File: src/rtl/core/block_average_pixelate_defines.svh
// Assertion macros shared by the pixelation block.
`ifndef BLOCK_AVERAGE_PIXELATE_DEFINES_SVH
`define BLOCK_AVERAGE_PIXELATE_DEFINES_SVH
`define BAP_ASSERT_IMPL(label, clk, rst, ante, cons) \
   label: assert property (@(posedge clk) disable iff (rst) (ante) |-> (cons)) \
      else $error("assertion failed");
`define BAP_ASSERT_NEXT(label, clk, rst, ante, cons) \
   label: assert property (@(posedge clk) disable iff (rst) (ante) |=> (cons)) \
      else $error("assertion failed");
`endif

File: src/rtl/core/bap_pkg.sv
// Package with types and constants of the pixelation block.
`timescale 1ns / 1ps
package bap_pkg;
   localparam int MaxWidth = 4096;
   localparam int MaxBlock = 64;
   localparam int MaxHeight = 4096;
   localparam int SumW = 20;
   localparam int ColW = 12;
   localparam int CntW = 13;
   localparam logic [1:0] CSR_BLOCK_SIZE = 2'd0;
   localparam logic [1:0] CSR_IMAGE_WIDTH = 2'd1;
   localparam logic [1:0] CSR_IMAGE_HEIGHT = 2'd2;

   typedef enum logic [2:0] {
      ST_IDLE, ST_READ, ST_ADD, ST_DIV, ST_OUT
   } state_type;

   typedef struct packed {
      logic take;
      logic read;
      logic add;
      logic div_start;
      logic out_valid;
   } cmd_type;

   typedef struct packed {
      logic finish;
      logic div_done;
   } sts_type;
endpackage

File: src/rtl/core/bap_ctrl.sv
// Controller state machine of the pixelation block.
`timescale 1ns / 1ps
module bap_ctrl import bap_pkg::*; (
   input  logic    clock,
   input  logic    reset,
   input  logic    req_valid,
   input  logic    rsp_ready,
   input  sts_type sts,
   output logic    req_ready,
   output cmd_type cmd
);
   state_type state_ff, state_in;

   always_ff @(posedge clock) begin
      if (reset) begin
         state_ff <= ST_IDLE;
      end else begin
         state_ff <= state_in;
      end
   end

   always_comb begin
      state_in = state_ff;
      unique case (state_ff)
         ST_IDLE: if (req_valid) state_in = ST_READ;
         ST_READ: state_in = ST_ADD;
         ST_ADD: state_in = sts.finish ? ST_DIV : ST_IDLE;
         ST_DIV: if (sts.div_done) state_in = ST_OUT;
         ST_OUT: if (rsp_ready) state_in = ST_IDLE;
         default: state_in = ST_IDLE;
      endcase
   end

   always_comb begin
      cmd = '0;
      req_ready = 1'b0;
      unique case (state_ff)
         ST_IDLE: begin
            req_ready = 1'b1;
            cmd.take = req_valid;
         end
         ST_READ: cmd.read = 1'b1;
         ST_ADD: begin
            cmd.add = 1'b1;
            cmd.div_start = sts.finish;
         end
         ST_OUT: cmd.out_valid = 1'b1;
         default: ;
      endcase
   end
endmodule

File: config.mk
export PLATFORM = sky130hd
export DESIGN_NAME = bap_ctrl
export DESIGN_NICKNAME = d
export VERILOG_FILES = /design/src/rtl/core/block_average_pixelate_defines.svh /design/src/rtl/core/bap_pkg.sv /design/src/rtl/core/bap_ctrl.sv
export SDC_FILE = /design/constraint.sdc
export NUM_CORES = 1
export LEC_CHECK = 0
export ABC_AREA = 1
export BUFFER_PORTS_ARGS = -buffer_cell sky130_fd_sc_hd__buf_2
export CORE_AREA = 2 2 39 41
export DETAILED_ROUTE_END_ITERATION = 10
export DIE_AREA = 0 0 41 43
export GPL_ROUTABILITY_DRIVEN = 0
export PLACE_DENSITY = 0.35
export SLEW_MARGIN = 20
export SYNTH_ARGS = -nofsm -noshare
export SYNTH_HDL_FRONTEND = slang
export SYNTH_SLANG_ARGS = --single-unit
File: constraint.sdc
create_clock -name clock -period 1.6 [get_ports clock]
set_clock_uncertainty 0.2 [all_clocks]
set_input_delay 0.24 -clock clock [delete_from_list [all_inputs] [get_ports clock]]
set_output_delay 0.24 -clock clock [all_outputs]
set_load 0.02 [all_outputs]
==> results of run 1 <==
[final cells by class]
class,count,area [sq um]
inverters,10,37.5
clock buffers,4,26.3
multi-input cells,25,125
flip-flops and latches,3,63.8
fillers,169,1050
well taps,16,20.0
repair buffers,12,62.6
[layer usage]
metal  part of all wire (%)  global-route usage, %
met4                    2.3                   8.00
met1                     41                   5.79
met5                      0                      0
met2                     48                   11.6
met3                    8.8                   1.57
[cell usage in the layout (no fill, tap or decap), drive strengths merged]
cell type,synthesis,layout
buf,0,12
inv,10,10
nor2,9,9
nand2,7,7
nand3,5,5
clkbuf,0,4
dfxtp,3,3
nor3,2,2
o21ai,2,2
[power groups by stage]
stage	Clock [W]	Sequential, W	Combinational (W)
after floorplan	0	0.000137	0.000269
after global routing	0.000140	0.000162	0.000440
after CTS	0.000134	0.000150	0.000365
after detailed placement	0	0.000146	0.000360
after global placement	0	0.000148	0.000368
final	0.000128	0.000155	0.000383
[cells by family after synthesis]
family	after synthesis	synth area share (%)
AOI/OAI and AO/OA	2	4.55
DFF	3	27.3
and+or+nand+nor	23	51.1
buffers and inverters	10	17.0
[path summary, 6_finish.rpt]
path,start,to,slack [ns],depth (start not counted)
hold / removal,reset,state_ff[1]$_SDFFE_PP0P_,0.09,4
hold reg to reg,state_ff[1]$_SDFFE_PP0P_,state_ff[1]$_SDFFE_PP0P_,0.42,3
setup reg to reg,state_ff[0]$_SDFFE_PP0P_,state_ff[0]$_SDFFE_PP0P_,0.33,6
setup / recovery,state_ff[1]$_SDFFE_PP0P_,cmd[1],0.11,5
[worst reg2reg max path, stage by stage, from the launching register on]
cell,delay (ns)
dfxtp_1,0.42
nor2_2,0.06
buf_4,0.14
nand3_1,0.07
nand3_2,0.10
nor2_1,0.13
nor2_2,0.05
[stage by stage]
step           setup WS, ns  instance area (sq um)  hold WS (ns)
2_1_floorplan         0.238                    220         0.220
3_3_place_gp          0.209                    295         0.333
3_5_place_dp          0.235                    295         0.338
4_1_cts              0.0362                    325        0.0930
5_1_grt              0.0223                    335         0.125
6_report              0.107                    335        0.0896
[timing repair]
action / 4_1_cts / 5_1_grt
pin swaps: 0 / 1
setup endpoints to repair: 1 / 4
resized for setup: 2 / 2
setup buffers: 0 / 1
hold buffers: 0 / 0
==> flow_summary.toml, run 1 <==
[worst_setup_path]
critical_path_class = "reg -> out"
worst_setup_path_start_kind = "register"
worstPathCellList = "inv_1, nor2_1, nand3_1, inv_1, buf_2"
crit_slowest_cell = "dfxtp_4"
crit_top_cell = "inv_1"
crit_family = "flip-flops"
critPathCaptureType = "output port"
cp_max_fo = 6
crit_arrival_ns = 1.05
required_ns = 1.16
max_stage_delay_ns = 0.36
crit_buf_inv = 3

[yosys]
synth_commonest_cells = "inv_1 (10), nor2_1 (7), nand2_1 (6), dfxtp_1 (3), nand3_1 (3)"
seq_area_frac_synth_pct = 27.3
synth_ff_type = "dfxtp_1"
synth.avg_cell_area_sq_um = 5.80
synth-edff-count = 0
yosys_warnings = 0
synthArstFlopShare_pct = 0
syn_inst = 38
ys_top_cells_by_area = "dfxtp_1 (27%), inv_1 (17%), nor2_1 (12%), nand2_1 (10%), nand3_2 (9.1%)"
synth-seq-cells = 3
yosys.area.top_type = "dfxtp_1"
synthDistinctLibCells = 10
synth_top_area_share_pct = 27.3
yosysMostFrequentCell = "inv_1"
synth_area_sq_um = 220
syn-num-nets = 44

[sta]
finalHoldViolCount = 0
setup_viol = 0
maxSlewViolCount = 0
period_share_pct = 93.3
tightest_slew_ns = 0.213
fmax_mhz = 670
rsz0062_at_grt = "false"
slew_headroom_pct = 85.8
tns_ns = 0
final.min_clock_period_ns = 1.49

[die]
rows = 14
initial_utilization_pct = 15.9
fp.dieW_microns = 41
io_pins = 12
chipHeight_microns = 43
core_sq_um = 1380
die_area_sq_um = 1760

[grt]
grt_pass1_vias = 224
gr-usage-all-layers_pct = 7.03
antenna_found_initial = 0
grt_overflow = 0
grt_max_degree = 7
grt_pass1_wl_microns = 793

[clocking]
cts_buffers = 3
clk_pin_slew_ns = 0.03
clkLatencyLatePin_ns = 0.23
cts_tree = "done"
cts.sinks = 3
cts_root_buf = "clkbuf_4"
cts_buffer_depth = 2
htree_levels = 1

[power]
peakVddDrop_mv = 0.379
clkPwrFrac_pct = 19.2
pwr-share-seq_pct = 23.3
switching_power_w = 0.000318
p_total_w = 0.000665
p_per_area_nw_per_um2 = 1980
p_sw_share_pct = 47.8
pwr-share-comb_pct = 57.6
leakagePower_nw = 0.215
intPower_w = 0.000347

[outcome]
run_status = "complete, no violations"

[finish]
fin_nets = 61
top_register = "state_ff"
diodes = 0
drive_gt1_share_pct = 42.6
instances_no_fill = 70
syn_to_final_growth_pct = 52.3
largest_reg_flops = 3
final_util_pct = 24.2
largest_registers = "state_ff x3"

[drt]
vias_per_cell = 3.79
drt_iter0_drc = 2
wirelength_microns = 520
dr.pass1.iters = 3
num_vias = 265
drc = 0
wl_per_cell_microns = 7.43
antenna_left = 0

[placement]
io_buffers = 11
dp.cells = 65
dpl.hpwl_microns = 422

[flow_run]
max_cap_viol_count = 0

[min_path]
hold_path.class = "in -> reg"
Note: power is estimated with default switching activity, not from simulation.
==> run 2, diff against run 1 <==
--- a/config.mk
+++ b/config.mk
@@ -6,12 +6,14 @@
 export NUM_CORES = 1
 export LEC_CHECK = 0
 export ABC_AREA = 1
+export ABC_CLOCK_PERIOD_IN_PS = 1600
 export BUFFER_PORTS_ARGS = -buffer_cell sky130_fd_sc_hd__buf_2
 export CORE_AREA = 2 2 39 41
 export DETAILED_ROUTE_END_ITERATION = 10
 export DIE_AREA = 0 0 41 43
 export GPL_ROUTABILITY_DRIVEN = 0
 export PLACE_DENSITY = 0.35
+export RECOVER_POWER = 100
 export SLEW_MARGIN = 20
 export SYNTH_ARGS = -nofsm -noshare
 export SYNTH_HDL_FRONTEND = slang
==> run 2 against run 1 <==
Routed wire length is 0.96% higher. Clock power hardly changed. Sequential power hardly changed. Hold slack hardly changed. Via count is 0.75% lower. Combinational power is 2% lower. Cell area is 2.2% lower. Register-to-register slack worse by 0.06 ns. Worst setup slack worse by 0.00097 ns. Flip-flop and latch count stayed put.
==> flow_summary.toml, run 2 (synthesis results as in run 1) <==
[outcome]
run_status = "complete, no violations"

[grt]
grt_pass1_vias = 224
grt_max_degree = 7
antenna_found_initial = 0
grt_overflow = 0
grt_pass1_wl_microns = 793
gr-usage-all-layers_pct = 7.03

[finish]
top_register = "state_ff"
fin_nets = 61
num-fill-cells = 169
final_common_cell = "inv_1"
drive_gt1_share_pct = 38.9
final_util_pct = 23.7
syn_to_final_growth_pct = 48.9
diodes = 0
instances_no_fill = 70
largest_registers = "state_ff x3"
largest_reg_flops = 3
multi_input_area_sq_um = 118
seq_area_sq_um = 63.8
final_cell_mix = "inv_1 (9), nor2_1 (7), nand2_1 (6), buf_2 (6), clkbuf_2 (5)"

[drt]
vias_per_cell = 3.76
wirelength_microns = 525
num_vias = 263
wl_per_cell_microns = 7.50
drt_iter0_drc = 2
drc = 0
dr.pass1.iters = 3
antenna_left = 0

[sta]
setup_viol = 0
finalHoldViolCount = 0
period_share_pct = 93.4
slew_headroom_pct = 85.5
fmax_mhz = 669
tightest_slew_ns = 0.217
final.min_clock_period_ns = 1.49
maxSlewViolCount = 0
rsz0062_at_grt = "false"
tns_ns = 0

[die]
die_area_sq_um = 1760
initial_utilization_pct = 15.9
chipHeight_microns = 43
rows = 14
core_sq_um = 1380
fp.dieW_microns = 41
io_pins = 12

[clocking]
clkLatencyLatePin_ns = 0.23
cts_buffer_depth = 2
clk_pin_slew_ns = 0.03
cts.sinks = 3
htree_levels = 1
cts_root_buf = "clkbuf_4"
cts_buffers = 3
cts_tree = "done"

[power]
p_sw_share_pct = 48.0
leakagePower_nw = 0.208
intPower_w = 0.000342
clkPwrFrac_pct = 19.4
p_per_area_nw_per_um2 = 2010
p_total_w = 0.000657
peakVddDrop_mv = 0.377
pwr-share-seq_pct = 23.4
pwr-share-comb_pct = 57.2
switching_power_w = 0.000316

[worst_setup_path]
required_ns = 1.16
critPathCaptureType = "output port"
critical_path_class = "reg -> out"
crit_arrival_ns = 1.05
cp_max_fo = 6
worst_setup_path_start_kind = "register"

[flow_run]
max_cap_viol_count = 0

[placement]
dp.cells = 65
dpl.hpwl_microns = 422
io_buffers = 11

[min_path]
hold_path.class = "in -> reg"
[run 2: changes by cell type in the layout (fill, tap and decap cells not counted), sizes merged]
cell    delta
buf        -5
clkbuf     +5
[run 2: path summary, 6_finish.rpt]
| kind | depth (start not counted) | slack (ns) | endpoint | start |
|---|---|---|---|---|
| worst min-delay path | 4 | 0.09 | state_ff[1]$_SDFFE_PP0P_ | reset |
| worst min register to register | 3 | 0.42 | state_ff[1]$_SDFFE_PP0P_ | state_ff[1]$_SDFFE_PP0P_ |
| worst max-delay path | 5 | 0.11 | cmd[1] | state_ff[1]$_SDFFE_PP0P_ |
| worst max register to register | 7 | 0.27 | state_ff[0]$_SDFFE_PP0P_ | state_ff[0]$_SDFFE_PP0P_ |
[run 2: metal layers]
metal	routed length, microns	track usage, %	vias up
li1	-	-	146
met1	214	5.79	104
met3	44	1.57	2
met4	12	8.00	0
met2	253	11.6	11
met5	0	0	-
[run 2: what timing repair did]
item / in CTS / in global routing
setup buffers: 0 / 1
pin swaps: 0 / 1
setup endpoints to repair: 1 / 4
gates resized for setup: 2 / 2
hold buffers: 0 / 0
[run 2: area by class of cell]
cell class	instances	area share, %
Inverter	10	11.5
Sequential cell	3	19.5
Tap cell	16	6.11
Clock buffer	4	8.02
Multi-Input combinational cell	25	35.9
Timing Repair Buffer	12	19.1
[run 2: critical path, cell delays in order (launching register included)]
cell     delay [ns]
dfxtp_4        0.36
inv_1          0.06
nor2_1         0.08
nand3_1        0.10
inv_1          0.06
buf_2          0.15
[run 2: power by group through the flow]
stage          logic, W  clock network (W)  registers (W)
6_report       0.000376           0.000128       0.000154
5_1_grt        0.000435           0.000140       0.000160
4_1_cts        0.000365           0.000134       0.000150
3_5_place_dp   0.000360                  0       0.000146
3_3_place_gp   0.000368                  0       0.000148
2_1_floorplan  0.000269                  0       0.000137
[run 2: per-stage QoR]
| stage | hold WS, ns | cell area (sq um) | setup slack (ns) |
|---|---|---|---|
| 3_5_place_dp | 0.338 | 295 | 0.235 |
| 3_3_place_gp | 0.333 | 295 | 0.209 |
| 4_1_cts | 0.0930 | 325 | 0.0362 |
| 5_1_grt | 0.125 | 328 | 0.0223 |
| 2_1_floorplan | 0.220 | 220 | 0.238 |
| 6_report | 0.0896 | 328 | 0.106 |
